### src/tslot_pkg.sv
// -----------------------------------------------------------------------------
// tslot_pkg
// Shared types, codes and defaults for the timer slot block.
// -----------------------------------------------------------------------------
package tslot_pkg;

	localparam int DEF_SLOT_COUNT   = 16;
	localparam int DEF_HANDLER_BITS = 8;

	localparam int OP_W     = 2;
	localparam int PERIOD_W = 32;
	localparam int HID_W    = 8;
	localparam int SLOT_W   = 4;

	typedef enum logic [OP_W-1:0] {
		OP_ADD_PER  = 2'd0,
		OP_ADD_ONE  = 2'd1,
		OP_TICK_PER = 2'd2,
		OP_TICK_ONE = 2'd3
	} op_t;

	typedef enum logic [1:0] {
		ST_IDLE,
		ST_SCAN,
		ST_EVAL,
		ST_DONE
	} state_t;

	// controller to datapath
	typedef struct packed {
		logic load;    // latch the input item, rewind the slot index
		logic take;    // claim the slot under the index for an add
		logic read;    // fetch the slot under the index
		logic commit;  // write back the fetched slot after the tick
		logic step;    // advance the slot index
		logic emit;    // send the closing result of the item
	} cmd_t;

	// datapath to controller
	typedef struct packed {
		logic is_add;
		logic slot_active;
		logic idx_last;
		logic commit_ok;
		logic out_free;
	} sts_t;

endpackage

### src/tslot_ram.sv
// -----------------------------------------------------------------------------
// tslot_ram
// Generic single-write, single-read RAM with registered read data.
// -----------------------------------------------------------------------------
module tslot_ram #(
	parameter int WIDTH = 8,
	parameter int DEPTH = 2
) (
	input  logic                     clk,
	input  logic                     we,
	input  logic [$clog2(DEPTH)-1:0] waddr,
	input  logic [WIDTH-1:0]         wdata,
	input  logic                     re,
	input  logic [$clog2(DEPTH)-1:0] raddr,
	output logic [WIDTH-1:0]         rdata
);

	logic [WIDTH-1:0] mem [DEPTH];
	logic [WIDTH-1:0] rdata_q;

	always_ff @(posedge clk) begin
		if (we) begin
			mem[waddr] <= wdata;
		end
		if (re) begin
			rdata_q <= mem[raddr];
		end
	end

	assign rdata = rdata_q;

endmodule

### src/tslot_ctrl.sv
// -----------------------------------------------------------------------------
// tslot_ctrl
// Sequencer: walks the slots of one bank for each item, one step at a time.
// -----------------------------------------------------------------------------
module tslot_ctrl (
	input  logic            clk,
	input  logic            arst_n,
	input  logic            in_valid,
	output logic            in_ready,
	input  tslot_pkg::sts_t sts,
	output tslot_pkg::cmd_t cmd
);

	import tslot_pkg::*;

	state_t state_q;
	state_t state_d;

	always_ff @(posedge clk or negedge arst_n) begin
		if (!arst_n) begin
			state_q <= ST_IDLE;
		end else begin
			state_q <= state_d;
		end
	end

	// next state
	always_comb begin
		state_d = state_q;
		unique case (state_q)
			ST_IDLE: begin
				if (in_valid) state_d = ST_SCAN;
			end
			ST_SCAN: begin
				if (sts.is_add) begin
					if (!sts.slot_active || sts.idx_last) state_d = ST_DONE;
				end else if (sts.slot_active) begin
					state_d = ST_EVAL;
				end else if (sts.idx_last) begin
					state_d = ST_DONE;
				end
			end
			ST_EVAL: begin
				if (sts.commit_ok) state_d = sts.idx_last ? ST_DONE : ST_SCAN;
			end
			ST_DONE: begin
				if (sts.out_free) state_d = ST_IDLE;
			end
			default: state_d = ST_IDLE;
		endcase
	end

	// outputs
	always_comb begin
		cmd      = '0;
		in_ready = 1'b0;
		unique case (state_q)
			ST_IDLE: begin
				in_ready = 1'b1;
				cmd.load = in_valid;
			end
			ST_SCAN: begin
				if (sts.is_add) begin
					cmd.take = !sts.slot_active;
					cmd.step = sts.slot_active && !sts.idx_last;
				end else begin
					cmd.read = sts.slot_active;
					cmd.step = !sts.slot_active && !sts.idx_last;
				end
			end
			ST_EVAL: begin
				cmd.commit = sts.commit_ok;
				cmd.step   = sts.commit_ok && !sts.idx_last;
			end
			ST_DONE: begin
				cmd.emit = sts.out_free;
			end
			default: begin
				cmd      = '0;
				in_ready = 1'b0;
			end
		endcase
	end

	a_cmd_exclusive: assert property (@(posedge clk) disable iff (!arst_n)
		$onehot0({cmd.load, cmd.take, cmd.read, cmd.commit, cmd.emit}))
		else $error("tslot_ctrl: more than one slot command at once");

	a_accept_starts_scan: assert property (@(posedge clk) disable iff (!arst_n)
		(in_valid && in_ready) |=> (state_q == ST_SCAN))
		else $error("tslot_ctrl: accepted item did not start a scan");

	a_emit_ends_item: assert property (@(posedge clk) disable iff (!arst_n)
		cmd.emit |=> (state_q == ST_IDLE && in_ready))
		else $error("tslot_ctrl: closing result did not return to idle");

endmodule

### src/tslot_dp.sv
// -----------------------------------------------------------------------------
// tslot_dp
// Slot storage, active flags, tick arithmetic and result registers.
// -----------------------------------------------------------------------------
module tslot_dp #(
	parameter int SLOT_COUNT   = tslot_pkg::DEF_SLOT_COUNT,
	parameter int HANDLER_BITS = tslot_pkg::DEF_HANDLER_BITS
) (
	input  logic                               clk,
	input  logic                               arst_n,
	input  tslot_pkg::cmd_t                    cmd,
	output tslot_pkg::sts_t                    sts,
	input  logic [tslot_pkg::OP_W-1:0]         operation,
	input  logic [tslot_pkg::PERIOD_W-1:0]     period,
	input  logic [tslot_pkg::HID_W-1:0]        handler_id,
	output logic                               out_valid,
	input  logic                               out_ready,
	output logic                               accepted,
	output logic                               fired,
	output logic [tslot_pkg::SLOT_W-1:0]       slot,
	output logic [tslot_pkg::HID_W-1:0]        fired_handler,
	output logic                               last
);

	import tslot_pkg::*;

	localparam int SlotW    = (SLOT_COUNT > 1) ? $clog2(SLOT_COUNT) : 1;
	localparam int RamDepth = 2 * (2 ** SlotW);
	localparam int RamW     = 2 * PERIOD_W + HANDLER_BITS;

	// latched item
	op_t                       op_q;
	logic [PERIOD_W-1:0]       period_q;
	logic [HANDLER_BITS-1:0]   hid_q;
	logic [SlotW-1:0]          idx_q;

	logic [SLOT_COUNT-1:0]     act_per_q;
	logic [SLOT_COUNT-1:0]     act_one_q;

	// result waiting for the next firing or the end of the walk
	logic                      pend_valid_q;
	logic                      pend_acc_q;
	logic                      pend_fired_q;
	logic [SlotW-1:0]          pend_slot_q;
	logic [HANDLER_BITS-1:0]   pend_hnd_q;

	logic                      out_valid_q;
	logic                      out_acc_q;
	logic                      out_fired_q;
	logic [SLOT_W-1:0]         out_slot_q;
	logic [HID_W-1:0]          out_hnd_q;
	logic                      out_last_q;

	logic                      is_add;
	logic                      bank_one;
	logic                      slot_active;
	logic                      out_free;
	logic                      fire;
	logic                      push_mid;
	logic [PERIOD_W-1:0]       rd_count;
	logic [PERIOD_W-1:0]       rd_limit;
	logic [HANDLER_BITS-1:0]   rd_hnd;
	logic [PERIOD_W-1:0]       cnt_inc;

	logic                      ram_we;
	logic [SlotW:0]            ram_addr;
	logic [RamW-1:0]           ram_wdata;
	logic [RamW-1:0]           ram_rdata;

	assign is_add      = (op_q == OP_ADD_PER) || (op_q == OP_ADD_ONE);
	assign bank_one    = (op_q == OP_ADD_ONE) || (op_q == OP_TICK_ONE);
	assign slot_active = bank_one ? act_one_q[idx_q] : act_per_q[idx_q];
	assign out_free    = !out_valid_q || out_ready;

	assign rd_count = ram_rdata[RamW-1 -: PERIOD_W];
	assign rd_limit = ram_rdata[HANDLER_BITS +: PERIOD_W];
	assign rd_hnd   = ram_rdata[HANDLER_BITS-1:0];
	assign cnt_inc  = rd_count + PERIOD_W'(1);
	assign fire     = cnt_inc > rd_limit;
	assign push_mid = cmd.commit && fire && pend_valid_q;

	assign ram_addr = {bank_one, idx_q};
	assign ram_we   = cmd.take || cmd.commit;

	always_comb begin
		if (cmd.take) begin
			ram_wdata = {PERIOD_W'(0), period_q - PERIOD_W'(1), hid_q};
		end else begin
			ram_wdata = {(fire ? PERIOD_W'(0) : cnt_inc), rd_limit, rd_hnd};
		end
	end

	tslot_ram #(
		.WIDTH (RamW),
		.DEPTH (RamDepth)
	) u_ram (
		.clk   (clk),
		.we    (ram_we),
		.waddr (ram_addr),
		.wdata (ram_wdata),
		.re    (cmd.read),
		.raddr (ram_addr),
		.rdata (ram_rdata)
	);

	always_comb begin
		sts.is_add      = is_add;
		sts.slot_active = slot_active;
		sts.idx_last    = (idx_q == SlotW'(SLOT_COUNT - 1));
		sts.commit_ok   = !(fire && pend_valid_q) || out_free;
		sts.out_free    = out_free;
	end

	// item fields and slot index
	always_ff @(posedge clk) begin
		if (cmd.load) begin
			op_q     <= op_t'(operation);
			period_q <= period;
			hid_q    <= HANDLER_BITS'(handler_id);
		end
	end

	always_ff @(posedge clk or negedge arst_n) begin
		if (!arst_n) begin
			idx_q <= '0;
		end else if (cmd.load) begin
			idx_q <= '0;
		end else if (cmd.step) begin
			idx_q <= idx_q + SlotW'(1);
		end
	end

	// active flags
	always_ff @(posedge clk or negedge arst_n) begin
		if (!arst_n) begin
			act_per_q <= '0;
			act_one_q <= '0;
		end else if (cmd.take) begin
			if (bank_one) act_one_q[idx_q] <= 1'b1;
			else          act_per_q[idx_q] <= 1'b1;
		end else if (cmd.commit && fire && bank_one) begin
			act_one_q[idx_q] <= 1'b0;
		end
	end

	// pending result
	always_ff @(posedge clk or negedge arst_n) begin
		if (!arst_n) begin
			pend_valid_q <= 1'b0;
		end else if (cmd.take || (cmd.commit && fire)) begin
			pend_valid_q <= 1'b1;
		end else if (cmd.emit) begin
			pend_valid_q <= 1'b0;
		end
	end

	always_ff @(posedge clk) begin
		if (cmd.take) begin
			pend_acc_q   <= 1'b1;
			pend_fired_q <= 1'b0;
			pend_slot_q  <= idx_q;
			pend_hnd_q   <= '0;
		end else if (cmd.commit && fire) begin
			pend_acc_q   <= 1'b0;
			pend_fired_q <= 1'b1;
			pend_slot_q  <= idx_q;
			pend_hnd_q   <= rd_hnd;
		end
	end

	// output register
	always_ff @(posedge clk or negedge arst_n) begin
		if (!arst_n) begin
			out_valid_q <= 1'b0;
		end else if (push_mid || cmd.emit) begin
			out_valid_q <= 1'b1;
		end else if (out_ready) begin
			out_valid_q <= 1'b0;
		end
	end

	always_ff @(posedge clk) begin
		if (push_mid || cmd.emit) begin
			out_acc_q   <= pend_valid_q && pend_acc_q;
			out_fired_q <= pend_valid_q && pend_fired_q;
			out_slot_q  <= pend_valid_q ? SLOT_W'(pend_slot_q) : '0;
			out_hnd_q   <= pend_valid_q ? HID_W'(pend_hnd_q) : '0;
			out_last_q  <= cmd.emit;
		end
	end

	assign out_valid     = out_valid_q;
	assign accepted      = out_acc_q;
	assign fired         = out_fired_q;
	assign slot          = out_slot_q;
	assign fired_handler = out_hnd_q;
	assign last          = out_last_q;

	a_push_into_free: assert property (@(posedge clk) disable iff (!arst_n)
		(push_mid || cmd.emit) |-> out_free)
		else $error("tslot_dp: result pushed over one not yet taken");

	a_take_sets_active: assert property (@(posedge clk) disable iff (!arst_n)
		cmd.take |=> (slot_active && pend_valid_q && pend_acc_q))
		else $error("tslot_dp: add did not claim its slot");

endmodule

### src/periodic_and_one_shot_timer_slots.sv
// -----------------------------------------------------------------------------
// periodic_and_one_shot_timer_slots
// Two banks of timer slots (periodic and one-shot) with add and tick requests.
// -----------------------------------------------------------------------------
//
// channel  direction  handshake            payload
// -------  ---------  -------------------  ----------------------------------
// in       to block   in_valid / in_ready  operation, period, handler_id
// out      from block out_valid/out_ready  accepted, fired, slot,
//                                          fired_handler, last
//
// one item at a time; an add walks the occupied slots ahead of the free one
// (the whole bank when it is full), and a tick scans every slot of its bank
// and fetches and evaluates each active one; the walk sets the item's length:
// each active slot needs a read of the shared slot ram and a write back of
// its count
// reset clears the active flags, not the slot contents; slot contents are
// written by the add that activates a slot, so no clearing pass runs
// a stalled out channel holds the walk at any firing after the first, or at the end
//
module periodic_and_one_shot_timer_slots #(
	parameter int SLOT_COUNT   = tslot_pkg::DEF_SLOT_COUNT,
	parameter int HANDLER_BITS = tslot_pkg::DEF_HANDLER_BITS
) (
	input  logic                           clk,
	input  logic                           arst_n,
	input  logic                           in_valid,
	output logic                           in_ready,
	input  logic [tslot_pkg::OP_W-1:0]     operation,
	input  logic [tslot_pkg::PERIOD_W-1:0] period,
	input  logic [tslot_pkg::HID_W-1:0]    handler_id,
	output logic                           out_valid,
	input  logic                           out_ready,
	output logic                           accepted,
	output logic                           fired,
	output logic [tslot_pkg::SLOT_W-1:0]   slot,
	output logic [tslot_pkg::HID_W-1:0]    fired_handler,
	output logic                           last
);

	import tslot_pkg::*;

	// command and status between sequencer and datapath
	cmd_t cmd;
	sts_t sts;

	// sequencer: idle, scan a slot, evaluate a fetched slot, close the item
	tslot_ctrl u_ctrl (
		.clk      (clk),
		.arst_n   (arst_n),
		.in_valid (in_valid),
		.in_ready (in_ready),
		.sts      (sts),
		.cmd      (cmd)
	);

	// datapath: slot ram, active flags, count update, pending and out registers
	tslot_dp #(
		.SLOT_COUNT   (SLOT_COUNT),
		.HANDLER_BITS (HANDLER_BITS)
	) u_dp (
		.clk           (clk),
		.arst_n        (arst_n),
		.cmd           (cmd),
		.sts           (sts),
		.operation     (operation),
		.period        (period),
		.handler_id    (handler_id),
		.out_valid     (out_valid),
		.out_ready     (out_ready),
		.accepted      (accepted),
		.fired         (fired),
		.slot          (slot),
		.fired_handler (fired_handler),
		.last          (last)
	);

endmodule
### config.mk
export PLATFORM = sky130hd
export DESIGN_NAME = periodic_and_one_shot_timer_slots
export DESIGN_NICKNAME = d
export VERILOG_FILES = /design/src/tslot_pkg.sv /design/src/tslot_ram.sv /design/src/tslot_ctrl.sv /design/src/tslot_dp.sv /design/src/periodic_and_one_shot_timer_slots.sv
export SDC_FILE = /design/constraint.sdc
export NUM_CORES = 2
export LEC_CHECK = 0
export ABC_AREA = 1
export BUFFER_PORTS_ARGS = -buffer_cell sky130_fd_sc_hd__buf_2
export CORE_UTILIZATION = 40
export CTS_BUF_LIST = sky130_fd_sc_hd__clkbuf_4 sky130_fd_sc_hd__clkbuf_8 sky130_fd_sc_hd__clkbuf_16
export DETAILED_ROUTE_END_ITERATION = 10
export GPL_TIMING_DRIVEN = 0
export PLACE_DENSITY = 0.58
export SETUP_SLACK_MARGIN = 0.15
export SYNTH_ARGS = -nofsm -noshare
export SYNTH_HDL_FRONTEND = slang
export SYNTH_SLANG_ARGS = --single-unit
### constraint.sdc
create_clock -name clk -period 16.5 [get_ports clk]
set_input_delay 4.95 -clock clk [delete_from_list [all_inputs] [get_ports clk]]
set_output_delay 4.95 -clock clk [all_outputs]
set_load 0.1 [all_outputs]
### After elaboration in Yosys (flattened, before gate mapping)

Memory sizes are Yosys's and may differ from the RTL's. A register that Yosys moved wholly into a read port is not among the register bits.
Cells that the tools add are included.

| operators by class | value |
|---|---|
| bitwise gates (word level) | 5 |
| $add $sub $neg | 3 |
| mux-type cells | 40 |
| reduce and logical (&&, ||, !) cells | 32 |
| eq/ne operators | 12 |
| $lt $le $gt $ge | 3 |

Operators with widths:

| cell | number |
|---|---|
| 2-to-1 mux 72 bit | 1 |
| 2-to-1 mux 16 bit | 3 |
| adder 32 x 1 -> 32 bit (second input constant) | 1 |
| greater-than comparator 32 bit | 1 |
| 2-to-1 mux 32 bit | 1 |
| OR 16 bit | 2 |
| subtractor 32 x 1 -> 32 bit (second input constant) | 1 |
| 2-to-1 mux 2 bit | 9 |
| 2-to-1 mux 1 bit | 17 |
| AND 16 bit | 1 |
| 2-to-1 mux 4 bit | 4 |
| NOT 16 bit | 1 |
| logical AND 1 bit | 10 |
| nonzero test 2 bit | 5 |
| binary-select mux 1 bit (select 4 bit) | 2 |
| logical OR 1 bit | 8 |
| one-hot mux 2 bit (4 select lines) | 1 |
| equality test 2 bit (second input constant) | 3 |
| less-than comparator 4 x 5 -> 1 bit (second input constant) | 1 |
| AND reduction 5 bit | 1 |
| adder 4 x 1 -> 4 bit (second input constant) | 1 |
| demux 1 bit (select 4 bit) | 1 |
| equality test 2 x 1 -> 1 bit (second input constant) | 2 |
| equality test 4 bit (second input constant) | 1 |
| 10 further kinds | 17 |

| word-level totals | value |
|---|---|
| memories kept | 1 |
| register bits | 111 |
| memory bits (writable) | 2304 |
| bits of input ports | 46 |
| word-level logic and storage cells | 114 |
| output and inout bits | 17 |

Memories:

| memory | depth | bits a word | rd ports | clocked after memory_dff | write ports | RTL line | RTL |
|---|---|---|---|---|---|---|---|
| u_dp.u_ram.mem | 32 | 72 | 1 | 1 | 1 | tslot_ram.sv:18 | `logic [WIDTH-1:0] mem [DEPTH];` |

### Depth between registers and ports, before layout

| depth | value |
|---|---|
| word-level depth | 10 |
| gate-level depth with buffers | 27 |
| depth with buffers taken out | 27 |

### Hierarchy

A second synthesis with hierarchy kept.

| unflattened totals | value |
|---|---|
| cells, all modules | 8586 |
| area total of the unflattened synthesis | 101591.2 um2 |

By module, submodules not included:

| module | area each (um2) | times used | cells an instance | seq. area each (um2) |
|---|---|---|---|---|
| tslot_ram | 93998.9 | 1 | 7592 | 71348.4 |
| tslot_dp | 7262.0 | 1 | 942 | 2982.9 |
| tslot_ctrl | 330.3 | 1 | 52 | 50.0 |

### Least setup slack after synthesis

OpenSTA, ideal clock, no wires.

| timing path | value |
|---|---|
| path type | input to register |
| from | input out_ready |
| to | memory u_dp.u_ram.mem[0][0] (netlist name), enable pin |
| setup time | 526 ps |
| arrival | 8968 ps |
| path buffers | 1 |
| required time | 15974 ps |
| stages | 7 |
| slack | 7005 ps |
| cell sequence | nor2_1 inv_1 nor2_1 inv_1 o21ai_2 buf_4 a21oi_1 |

| on the way | value |
|---|---|
| cells in the longest elaborated chain, start to end | 6 |

Ends and longest elaborated chain:

| item | RTL line | RTL |
|---|---|---|
| start, declared | periodic_and_one_shot_timer_slots.sv:33 | `input logic out_ready,` |
| logical OR 1 bit | tslot_dp.sv:73 | `assign out_free = !out_valid_q \|\| out_ready;` |
| logical OR 1 bit | tslot_dp.sv:110 | `sts.commit_ok = !(fire && pend_valid_q) \|\| out_free;` |
| 2-to-1 mux 1 bit | tslot_ctrl.sv:57 | `unique case (state_q)` |
| logical OR 1 bit | tslot_dp.sv:83 | `assign ram_we = cmd.take \|\| cmd.commit;` |
| 2-to-1 mux 1 bit | tslot_ram.sv:22 | `if (we) begin` |
| 2-to-1 mux 1 bit (implied by the code) | tslot_ram.sv:23 | `mem[waddr] <= wdata;` |
| end, declared | tslot_ram.sv:18 |  |

Every way passes these cells.

### Final worst setup path

| timing path | value |
|---|---|
| from | register u_ctrl.state_q[1] |
| to | output in_ready |

| on the way | value |
|---|---|
| cells in the longest elaborated chain, start to end | 2 |

Ends and longest elaborated chain:

| item | RTL line | RTL |
|---|---|---|
| start, declared | tslot_ctrl.sv:16 | `state_t state_q;` |
| start signal, assigned | tslot_ctrl.sv:23 | `state_q <= state_d;` |
| zero test 2 bit | tslot_ctrl.sv:57 |  |
| 2-to-1 mux 1 bit | tslot_ctrl.sv:57 |  |
| end, declared | periodic_and_one_shot_timer_slots.sv:28 | `output logic in_ready,` |

Every way passes these cells.

==> flow_summary_export.csv <==
group,metric,value,unit
sta,fin_skew,0.0678,ns
cells_and_area,drive_gt1_share,12.6,%
detailed_routing,wl_per_cell,33.2,um
sta,slew_viol_final,57,
sta,fmax,0.141,GHz
sta,hold_viol,0,
detailed_routing,ant_nets,0,
sta,relSlewSlack,-6.87,%
sta,period_share,42.9,%
logic_synthesis,syn-num-nets,7649,
pwr,ir_worst_vdd,0.102,mV
pwr,power.leakage,39.0,nW
detailed_routing,wl_met2,166000,um
logic_synthesis,avgSynthCellArea,13.1,sq um
logic_synthesis,synthArstFlopShare,1.61,%
detailed_routing,highest-signal-layer,"met5",
sta,setup_viol,0,
logic_synthesis,seq_area_frac_synth,75.3,%
logic_synthesis,syn_area,98800,sq um
logic_synthesis,synth.distinct_cells,53,
logic_synthesis,synthMuxAreaShare,0,%
hold_path,hp-class,"register to register",
die,rows,182,
die,die_area,249000,sq um
cells_and_area,area_growth_syn_to_layout,18.4,%
global_routing,grt_max_degree,42,
detailed_routing,wirelength,382000,um
setup_path,r2r-start,"u_dp.u_ram.rdata[43]",
sta,finalSetupTns,0,ns
clock_tree,cts_tree,"built",
place,place_inst,11000,
cells_and_area,final_cells,11500,
detailed_routing,via_count,70700,
setup_path,setup.worst_path.start_class,"register",
detailed_routing,firstDrtPassIters,8,
logic_synthesis,synth_area_leaders,"edfxtp_1 74%, o21ai_0 6.1%, nor2_1 4.9%, o22ai_1 3.7%, nand2_1 2.7%",
logic_synthesis,ys.warnings.count,0,
logic_synthesis,synth_top_flop_cell,"edfxtp_1",
die,core_area,246000,sq um
global_routing,antenna_found_initial,13,
status,status,"complete, but fails checks",
detailed_routing,drtIter0Drc,12100,
logic_synthesis,synth_top_area_share,74.0,%
detailed_routing,met3_length,48900,um
clock_tree,clkSinkCount,2487,
flow_run,max_cap_violations,4,
hold_path,min_from,"u_dp.idx_q[2]",
place,pre_cts_slack,8.88,ns
global_routing,grt_pass1_vias,65800,
logic_synthesis,yosysMostFrequentCell,"edfxtp_1",
detailed_routing,drc,0,
logic_synthesis,syn_inst,7558,
setup_path,path_class,"register to output port",
die,start_util,40.2,%
place,numPortBuffers,62,
die,die_x,499,um
clock_tree,hold_buffers,0,
logic_synthesis,synth_xor_area_share,0.399,%
cells_and_area,finalNetCount,8195,
cells_and_area,multi_input_area,22100,sq um
logic_synthesis,yosys_register_bits,2487,
sta,timing.final.ws_setup,9.42,ns
cells_and_area,regArea,74400,sq um
clock_tree,cts_setup_buffers,0,
clock_tree,clockBufferDepth,4,
logic_synthesis,synth_common_cells,"2,437 x edfxtp_1, 1,295 x nor2_1, 1,195 x o21ai_0, 707 x nand2_1, 578 x o22ai_1",
sta,tightest_slew,1.60,ns
sta,grt_setup_unrepaired,"no",
setup_path,path_max_fanout,6,
cells_and_area,stdcell_area,117000,sq um
logic_synthesis,yosys.area.top_type,"edfxtp_1",
logic_synthesis,synth-simple-area-share,8.61,%
pwr,p_total,0.0212,W
place,hpwl,267000,um
global_routing,grt_overflow,0,
global_routing,grt_pass1_wl,519000,um
logic_synthesis,synth_top_family_by_area,"compound AO/OA/AOI/OAI gates",
place,place.gp.congestion,0.970,
setup_path,cp_data_required_time,11.55,ns
setup_path,cp-end-kind,"output port",
die,die_h,499,um
status,violations,"capacitance limit, slew limit",
setup_path,crit_start,"u_ctrl.state_q[1]",
place,place_area,108000,sq um
logic_synthesis,synth_compound_area_share,11.9,%
detailed_routing,via_per_inst,6.14,
clock_tree,clkTransAtPathRegs,0.06,ns
clock_tree,clock_latency,0.96,ns
clock_tree,cts_root_buffer,"clkbuf_16",
logic_synthesis,synth_edf_count,2437,
clock_tree,cts_buffers,280,
sta,finalCriticalPeriod,7.08,ns
clock_tree,htree_levels,5,
logic_synthesis,synth_fa_ha_area_share,0.570,%
detailed_routing,m1WireLength,144000,um
global_routing,grt_use_total,29.9,%
setup_path,r2r_cells,22,
cells_and_area,fill_cells,21200,
pwr,powerDensity,181,nW/um^2
clock_tree,cts_resized,0,
hold_path,holdPathStages,0,
die,ios,63,
setup_path,crit_arrival,2.13,ns
-- registers in the layout, summed over array words and instances, names as in the netlist, 2 cells and up, named ones only --
signal	flops
u_dp.idx_q	4
u_dp.period_q	32
u_dp.hid_q	8
u_dp.u_ram.mem	2304
u_dp.act_per_q	16
u_dp.op_q	2
u_dp.u_ram.rdata	72
u_dp.fired_handler	8
u_dp.pend_slot_q	4
u_ctrl.state_q	2
u_dp.pend_hnd_q	8
u_dp.slot	4
-- layout make-up --
type / count / area share (%)
flip-flops and latches: 2487 / 63.6
inverters: 209 / 0.675
diodes: 14 / 0.0299
multi-input cells: 4366 / 18.9
clock buffers: 364 / 6.71
plain buffers: 496 / 2.06
clock inverters: 89 / 0.519
well taps: 3220 / 3.44
repair buffers: 264 / 4.05
-- worst paths after layout --
check	to	slack, ns
max in group asynchronous	asynchronous set/reset pin	11.63
max	in_ready	9.42
max reg2reg	u_dp.u_ram.mem[31][32]	9.47
min in group asynchronous	asynchronous set/reset pin	4.20
min	u_dp.pend_slot_q[2]	0.44
min reg2reg	u_dp.pend_slot_q[2]	0.44
-- power by group --
| part | switching, W | leakage [nW] | internal (W) | total, W |
|---|---|---|---|---|
| Clock | 0.00246 | 4.26 | 0.00345 | 0.00591 |
| Combinational | 0.00553 | 12.1 | 0.00161 | 0.00714 |
| Sequential | 0.000126 | 22.6 | 0.00805 | 0.00818 |
| Total | 0.00812 | 39.0 | 0.0131 | 0.0212 |
-- cells in the final DEF (no fill, tap or decap), types with 20 or more instances in the layout --
cell type,instances
buf_1,22
xor2_1,36
nand3_1,84
nand4_1,41
o22ai_1,577
nor2_2,21
dfrtp_1,40
inv_1,202
buf_4,51
a21oi_1,120
clkinv_2,34
clkbuf_1,250
nor2_4,23
buf_16,63
a21oi_4,32
a211oi_1,41
edfxtp_1,2437
o21ai_4,24
a221oi_1,20
clkbuf_4,71
buf_12,125
o21ai_1,24
buf_2,209
ha_1,45
nor2_1,1263
buf_6,24
clkbuf_16,291
nand2_1,706
o21ai_0,1171
clkinv_1,43
-- per-layer routing --
| layer | vias up | GRT usage (%) |
|---|---|---|
| met2 | 5130 | 44.5 |
| met1 | 35500 | 40.0 |
| met4 | 6 | 16.3 |
| li1 | 29000 | - |
| met3 | 942 | 7.92 |
| met5 | - | 0 |
-- metrics by stage --
| stage | util [%] | hold WS (ns) |
|---|---|---|
| global route | 47.6 | 0.464 |
| global placement | 42.0 | 0.425 |
| floorplan | - | 0.419 |
| detailed placement | 44.1 | 0.426 |
| CTS | 47.6 | 0.441 |
| finish | 47.6 | 0.442 |
-- critical path, stage by stage (launching register included) --
cell	delay, ns
dfrtp_1	0.43
inv_1	0.12
ha_1	0.21
buf_2	0.44
-- cells by family after synthesis --
kind of cell / after synthesis
flops: 2487
simple gates: 2171
compound gates: 2105
buf+inv: 705
xor+xnor: 45
fa+ha+maj: 45
Note: power is estimated with default switching activity, not from simulation.
